## src/hdl/crbu_pkg.sv

```systemverilog
`default_nettype none

package crbu_pkg;

   localparam int DATA_BITS      = 32;
   localparam int FRAC_BITS      = 16;
   localparam int ROOT_BITS      = (DATA_BITS - 1 + 2 * FRAC_BITS) / 3 + 2;
   localparam int ROOT_MAG_BITS  = ROOT_BITS - 1;
   localparam int SQ_BITS        = 2 * ROOT_MAG_BITS;
   localparam int CUBE_BITS      = 3 * ROOT_MAG_BITS;
   localparam int BIT_IDX_BITS   = $clog2(ROOT_MAG_BITS);
   localparam int REQ_DATA_BITS  = ((DATA_BITS + 7) / 8) * 8;
   localparam int RSP_DATA_BITS  = ((ROOT_BITS + 7) / 8) * 8;

   typedef enum logic [2:0] {
      ST_IDLE,
      ST_SQUARE,
      ST_CUBE,
      ST_DECIDE,
      ST_RESULT
   } crbu_state_type;

   typedef struct packed {
      logic                    load;
      logic                    square;
      logic                    cube;
      logic                    decide;
      logic [BIT_IDX_BITS-1:0] bit_idx;
   } crbu_ctrl_type;

endpackage

`default_nettype wire

```

## src/hdl/crbu_mul.sv

```systemverilog
`default_nettype none

module crbu_mul
   import crbu_pkg::*;
(
   input  wire logic                     clock,
   input  wire logic                     enable,
   input  wire logic [SQ_BITS-1:0]       mul_a,
   input  wire logic [ROOT_MAG_BITS-1:0] mul_b,
   output logic      [CUBE_BITS-1:0]     product_ff
);

   logic [CUBE_BITS-1:0] product_in;

   assign product_in = mul_a * mul_b;

   always_ff @(posedge clock) begin
      if (enable) begin
         product_ff <= product_in;
      end
   end

endmodule

`default_nettype wire

```

## src/hdl/crbu_seq.sv

```systemverilog
`default_nettype none

module crbu_seq
   import crbu_pkg::*;
(
   input  wire logic    clock,
   input  wire logic    reset,
   input  wire logic    req_tvalid,
   output logic         req_tready,
   output logic         rsp_tvalid,
   input  wire logic    rsp_tready,
   output crbu_ctrl_type ctrl
);

   crbu_state_type          state_ff;
   crbu_state_type          state_in;
   logic [BIT_IDX_BITS-1:0] bit_ff;
   logic [BIT_IDX_BITS-1:0] bit_in;
   logic                    last_bit;

   assign last_bit = (bit_ff == '0);

   // next state
   always_comb begin
      state_in = state_ff;
      unique case (state_ff)
         ST_IDLE: begin
            if (req_tvalid) begin
               state_in = ST_SQUARE;
            end
         end
         ST_SQUARE: state_in = ST_CUBE;
         ST_CUBE:   state_in = ST_DECIDE;
         ST_DECIDE: begin
            state_in = last_bit ? ST_RESULT : ST_SQUARE;
         end
         ST_RESULT: begin
            if (rsp_tready) begin
               state_in = ST_IDLE;
            end
         end
         default: state_in = ST_IDLE;
      endcase
   end

   // outputs
   always_comb begin
      req_tready   = 1'b0;
      rsp_tvalid   = 1'b0;
      ctrl.load    = 1'b0;
      ctrl.square  = 1'b0;
      ctrl.cube    = 1'b0;
      ctrl.decide  = 1'b0;
      ctrl.bit_idx = bit_ff;
      bit_in       = bit_ff;
      unique case (state_ff)
         ST_IDLE: begin
            req_tready = 1'b1;
            ctrl.load  = req_tvalid;
            bit_in     = BIT_IDX_BITS'(ROOT_MAG_BITS - 1);
         end
         ST_SQUARE: ctrl.square = 1'b1;
         ST_CUBE:   ctrl.cube   = 1'b1;
         ST_DECIDE: begin
            ctrl.decide = 1'b1;
            if (!last_bit) begin
               bit_in = bit_ff - 1'b1;
            end
         end
         ST_RESULT: rsp_tvalid = 1'b1;
         default: begin
         end
      endcase
   end

   always_ff @(posedge clock) begin
      if (reset) begin
         state_ff <= ST_IDLE;
         bit_ff   <= '0;
      end else begin
         state_ff <= state_in;
         bit_ff   <= bit_in;
      end
   end

   a_accept_starts: assert property (@(posedge clock) disable iff (reset)
      (req_tvalid && req_tready) |=>
         (state_ff == ST_SQUARE && bit_ff == BIT_IDX_BITS'(ROOT_MAG_BITS - 1)))
      else $error("search did not start at the top bit");

   a_last_decide: assert property (@(posedge clock) disable iff (reset)
      (state_ff == ST_DECIDE && last_bit) |=> (state_ff == ST_RESULT))
      else $error("no result after the last bit");

   a_step_order: assert property (@(posedge clock) disable iff (reset)
      (state_ff == ST_SQUARE) |=> (state_ff == ST_CUBE))
      else $error("cube did not follow square");

   a_no_overlap: assert property (@(posedge clock) disable iff (reset)
      !(req_tready && rsp_tvalid))
      else $error("input taken while a result is pending");

endmodule

`default_nettype wire

```

## src/hdl/cube_root_bisection_unit.sv

```systemverilog
// search: rsp_tvalid rises after all 22 root bits are decided, each by a square, cube and decide step
// flow: no new transaction is taken until the result has been accepted; the shared 44x22 multiplier
//   computes square, then cube, of each trial value before one compare
// reset: synchronous, active high; clears the sequencer, no transaction in flight after it
`default_nettype none

module cube_root_bisection_unit
   import crbu_pkg::*;
(
   input  wire logic                     clock,
   input  wire logic                     reset,
   input  wire logic                     req_tvalid,
   output logic                          req_tready,
   input  wire logic [REQ_DATA_BITS-1:0] req_tdata,  // radicand
   output logic                          rsp_tvalid,
   input  wire logic                     rsp_tready,
   output logic      [RSP_DATA_BITS-1:0] rsp_tdata   // root, zero fill
);

   crbu_ctrl_type            ctrl;
   logic [DATA_BITS-1:0]     radicand;
   logic [DATA_BITS-1:0]     mag_ff;
   logic [DATA_BITS-1:0]     mag_in;
   logic                     neg_ff;
   logic                     neg_in;
   logic [ROOT_MAG_BITS-1:0] root_ff;
   logic [ROOT_MAG_BITS-1:0] root_in;
   logic [ROOT_MAG_BITS-1:0] trial;
   logic [SQ_BITS-1:0]       mul_a;
   logic [CUBE_BITS-1:0]     product;
   logic [CUBE_BITS-1:0]     target;
   logic                     fits;
   logic [ROOT_BITS-1:0]     root_pos;
   logic [ROOT_BITS-1:0]     root_out;

   crbu_seq u_seq (
      .clock      (clock),
      .reset      (reset),
      .req_tvalid (req_tvalid),
      .req_tready (req_tready),
      .rsp_tvalid (rsp_tvalid),
      .rsp_tready (rsp_tready),
      .ctrl       (ctrl)
   );

   assign trial = root_ff | (ROOT_MAG_BITS'(1) << ctrl.bit_idx);
   assign mul_a = ctrl.cube ? product[SQ_BITS-1:0] : SQ_BITS'(trial);

   crbu_mul u_mul (
      .clock      (clock),
      .enable     (ctrl.square | ctrl.cube),
      .mul_a      (mul_a),
      .mul_b      (trial),
      .product_ff (product)
   );

   assign radicand = req_tdata[DATA_BITS-1:0];
   assign target   = CUBE_BITS'({mag_ff, {(2 * FRAC_BITS){1'b0}}});
   assign fits     = (product <= target);

   always_comb begin
      mag_in  = mag_ff;
      neg_in  = neg_ff;
      root_in = root_ff;
      if (ctrl.load) begin
         neg_in  = radicand[DATA_BITS-1];
         mag_in  = radicand[DATA_BITS-1] ? (~radicand + 1'b1) : radicand;
         root_in = '0;
      end else if (ctrl.decide && fits) begin
         root_in = trial;
      end
   end

   always_ff @(posedge clock) begin
      mag_ff  <= mag_in;
      neg_ff  <= neg_in;
      root_ff <= root_in;
   end

   assign root_pos  = {1'b0, root_ff};
   assign root_out  = neg_ff ? (ROOT_BITS'(0) - root_pos) : root_pos;
   assign rsp_tdata = RSP_DATA_BITS'(root_out);

endmodule

`default_nettype wire

```

## config.mk

```make
export PLATFORM = sky130hd
export DESIGN_NAME = cube_root_bisection_unit
export DESIGN_NICKNAME = d
export VERILOG_FILES = /design/src/hdl/crbu_pkg.sv /design/src/hdl/crbu_mul.sv /design/src/hdl/crbu_seq.sv /design/src/hdl/cube_root_bisection_unit.sv
export SDC_FILE = /design/constraint.sdc
export NUM_CORES = 2
export LEC_CHECK = 0
export BUFFER_PORTS_ARGS = -buffer_cell sky130_fd_sc_hd__buf_2
export CAP_MARGIN = 0
export CORE_AREA = 2 2 240 242
export CTS_CLUSTER_SIZE = 16
export DETAILED_ROUTE_END_ITERATION = 12
export DIE_AREA = 0 0 242 244
export PLACE_DENSITY = 0.81
export SYNTH_ARGS = -nofsm -noshare
export SYNTH_HDL_FRONTEND = slang
export SYNTH_SLANG_ARGS = --single-unit
```

## constraint.sdc

```tcl
create_clock -name clock -period 12.83 [get_ports clock]
set_input_delay 1.9245 -clock clock [delete_from_list [all_inputs] [get_ports clock]]
set_output_delay 1.9245 -clock clock [all_outputs]
set_load 0.02 [all_outputs]
```

==> results.tsv <==
stage	metric	value	unit
finish	multi_input_area	28800	sq um
yosys	synth-seq-cells	129	
place	hpwlAfterDp	86000	microns
worst_setup_path	critPathMaxFanout	47	
timing	hold_viol	0	
yosys	synth_nets	5221	
cts	hold_buffers	0	
die	die_area	59000	sq um
route	drc	0	
cts	cts_root_buf	clkbuf_16	
worst_setup_path	critical_path_arrival	10.14	ns
outcome	status	finished, final reports clean	
yosys	synthFlopType	edfxtp_1	
worst_setup_path	required	12.99	ns
place	placed_cell_area	37300	sq um
timing	timing.fmax	100	MHz
finish	fin_util	67.4	%
timing	skew	0.0126	ns
place	gp_congestion	1.01	
power	p_leak	18.6	nW
route	dr.first_iter.drc_count	2790	
finish	finish.net_count	5135	
timing	fin_setup_tns	0	ns
route	wl	109000	microns
die	ios	62	
finish	antenna_cells	0	
finish	seq_area	3570	sq um
timing	min_period	9.99	ns
die	num_rows	87	
die	die_h	244	microns
yosys	syn_inst	4128	
cts	cts-htree-levels	4	
die	chipWidth	242	microns
global_routing	grt_pass1_wl	173000	microns
finish	area_growth	4.25	%
timing	max-slew-margin-rel	3.89	%
worst_setup_path	worst-setup-path-type	reg2reg	
yosys	synth.distinct_cells	64	
route	highest_layer	met4	
cts	cts_setup_buffers	0	
timing	min_period_over_period	77.8	%
route	ant_nets	0	
global_routing	antenna_found_initial	0	
cts	ctsResizeCount	0	
route	viasPerCell	6.07	
finish	nFillCells	4505	
place	portBuffers	60	
route	num_vias	29200	
cts	max-clock-path-buffers	2	
route	wl_met1	37800	microns
global_routing	grt_max_degree	48	
global_routing	grt_pass1_vias	31100	
yosys	ys_async_sr_fraction	0	%
cts	clock-sinks	129	
power	fin_total_pwr	2.53	mW
cts	cts.clk_slew.worst_paths	0.06	ns
worst_hold_path	min_path_type	reg2reg	
worst_setup_path	cp-start-kind	register	
die	start_util	64.6	%
timing	setup_viol	0	
finish	drive_above_1_share	4.91	%
yosys	synth_edf_count	99	
timing	rsz0062_at_grt	false	
die	core_area	56200	sq um
cts	numCtsBuffers	17	
power	p_per_area	66.9	nW/um^2
global_routing	grt_use_total	38.7	%
cts	cts_tree	yes	
yosys	syn-cell-area	36300	sq um
route	met2_length	49600	microns
route	drt_first_pass_iters	7	
run	maxCapViolCount	0	
power	ir_drop	0.0000951	V
timing	slew_violations	0	
yosys	avgSynthCellArea	8.79	sq um
finish	stdcell_area	37800	sq um
timing	worstMarginPinSlew	1.43	ns
worst_setup_path	critPathCaptureType	register	
yosys	yosysSeqAreaShare	9.85	%
global_routing	grt_overflow	0	
route	wl_met3	13300	microns
cts	clk-insertion-delay-late	0.45	ns
route	wl_per_cell	22.7	microns
yosys	ys_warn_count	0	
metal layers:
metal,up-vias,track usage [%]
li1,12200,-
met1,14400,48.7
met2,2029,61.5
met3,544,8.40
met4,0,24.1
met5,-,0
worst paths after layout:
check	slack, ns	cells past startpoint	from	endpoint
worst max-delay path	2.84	25	u_seq.state_ff[2]	u_mul.product_ff[60]
worst min-delay path	0.56	2	root_ff[4]	root_ff[4]
worst max register to register	2.84	25	u_seq.state_ff[2]	u_mul.product_ff[60]
worst min register to register	0.56	2	root_ff[4]	root_ff[4]
cell type report:
type	count	area share [%]
Clock inverter	13	0.360
Tap cell	756	2.50
Sequential cell	129	9.45
Timing Repair Buffer	132	2.22
Clock buffer	19	1.14
Inverter	838	8.31
Multi-Input combinational cell	2924	76.0
sequential cells by signal (all words and copies together), names as in the netlist:
register and flops:
u_seq.bit_ff 5, root_ff 22, neg_ff 1, u_mul.product_ff 66, u_seq.state_ff 3, mag_ff 32
cells in the mapped netlist (all sizes together) (3+ instances only):
cell type / n / area [sq um]
a211oi: 11 / 82.6
a21boi: 3 / 22.5
a21o: 76 / 571
a21oi: 118 / 591
a221o: 5 / 50.1
a221oi: 3 / 26.3
a22oi: 3 / 22.5
a31o: 3 / 26.3
a31oi: 18 / 113
and2: 30 / 188
and3: 16 / 100
and4: 8 / 70.1
buf: 18 / 78.8
clkbuf: 219 / 825
dfxtp: 30 / 601
edfxtp: 99 / 2970
fa: 837 / 16800
ha: 220 / 2750
inv: 838 / 3150
nand2: 801 / 3010
nand2b: 9 / 56.3
nand3: 13 / 65.1
nand4: 23 / 144
nor2: 347 / 1300
nor2b: 12 / 75.1
nor3: 14 / 70.1
nor3b: 3 / 22.5
nor4: 11 / 83.8
nor4b: 5 / 43.8
o21a: 18 / 135
o21ai: 112 / 561
o21bai: 15 / 113
o22ai: 3 / 18.8
o31a: 4 / 35.0
o31ai: 16 / 125
o41ai: 5 / 58.8
or2: 6 / 37.5
or3: 7 / 43.8
or4: 15 / 129
xnor2: 85 / 744
xor2: 31 / 272
report_power, final:
part	switching, mW	leakage, nW	total, mW	internal (mW)
Clock	0.205	0.281	0.491	0.286
Sequential	0.109	1.21	0.692	0.583
Combinational	0.949	17.1	1.35	0.397
per-stage QoR:
step | hold slack [ns] | cells | setup WS, ns
after floorplan | 0.487 | 4128 | 4.72
after global placement | 0.538 | 4779 | 3.26
after detailed placement | 0.539 | 4779 | 3.19
after CTS | 0.554 | 4811 | 3.16
after global routing | 0.573 | 4811 | 2.39
final | 0.561 | 4811 | 2.84
logic make-up after synthesis:
family	count (synthesis)	share of synthesized area, %
and+or+nand+nor	1324	15.1
buffers and inverters	1075	11.2
adders and majority gates	1057	53.8
AOI/OAI and AO/OA	425	7.32
DFF	129	9.85
xor gates and xnor gates	116	2.80
other	1	0.0103
muxes	1	0.0276
worst max-delay path, stage by stage (launching register included):
cell       delay [ns]
dfxtp_1          0.48
or3b_2           0.77
buf_4            0.54
nor2_1           0.16
a21oi_2          0.79
nand2_1          0.15
fa_1             0.55
fa_1             0.44
fa_1             0.54
inv_1            0.05
fa_1             0.52
inv_1            0.06
fa_1             0.55
fa_1             0.44
fa_1             0.51
inv_1            0.05
ha_1             0.39
nand4_1          0.19
nor3_1           0.08
a2111oi_0        0.62
a21oi_1          0.29
o21bai_1         0.31
nand2_1          0.15
a21oi_1          0.43
o311ai_0         0.33
xor2_1           0.23
cell usage in the layout (no fill, tap or decap), types with 18 or more instances in the layout:
| cell | count |
|---|---|
| nor2_1 | 346 |
| ha_1 | 220 |
| a21oi_1 | 106 |
| nand4_1 | 23 |
| nand2_1 | 800 |
| fa_1 | 837 |
| a21o_1 | 76 |
| xnor2_1 | 85 |
| xor2_1 | 31 |
| buf_4 | 72 |
| o21a_1 | 18 |
| inv_1 | 838 |
| dfxtp_1 | 30 |
| edfxtp_1 | 99 |
| buf_2 | 60 |
| o21ai_0 | 101 |
| and2_1 | 27 |
Note: power is estimated with default switching activity, not from simulation.
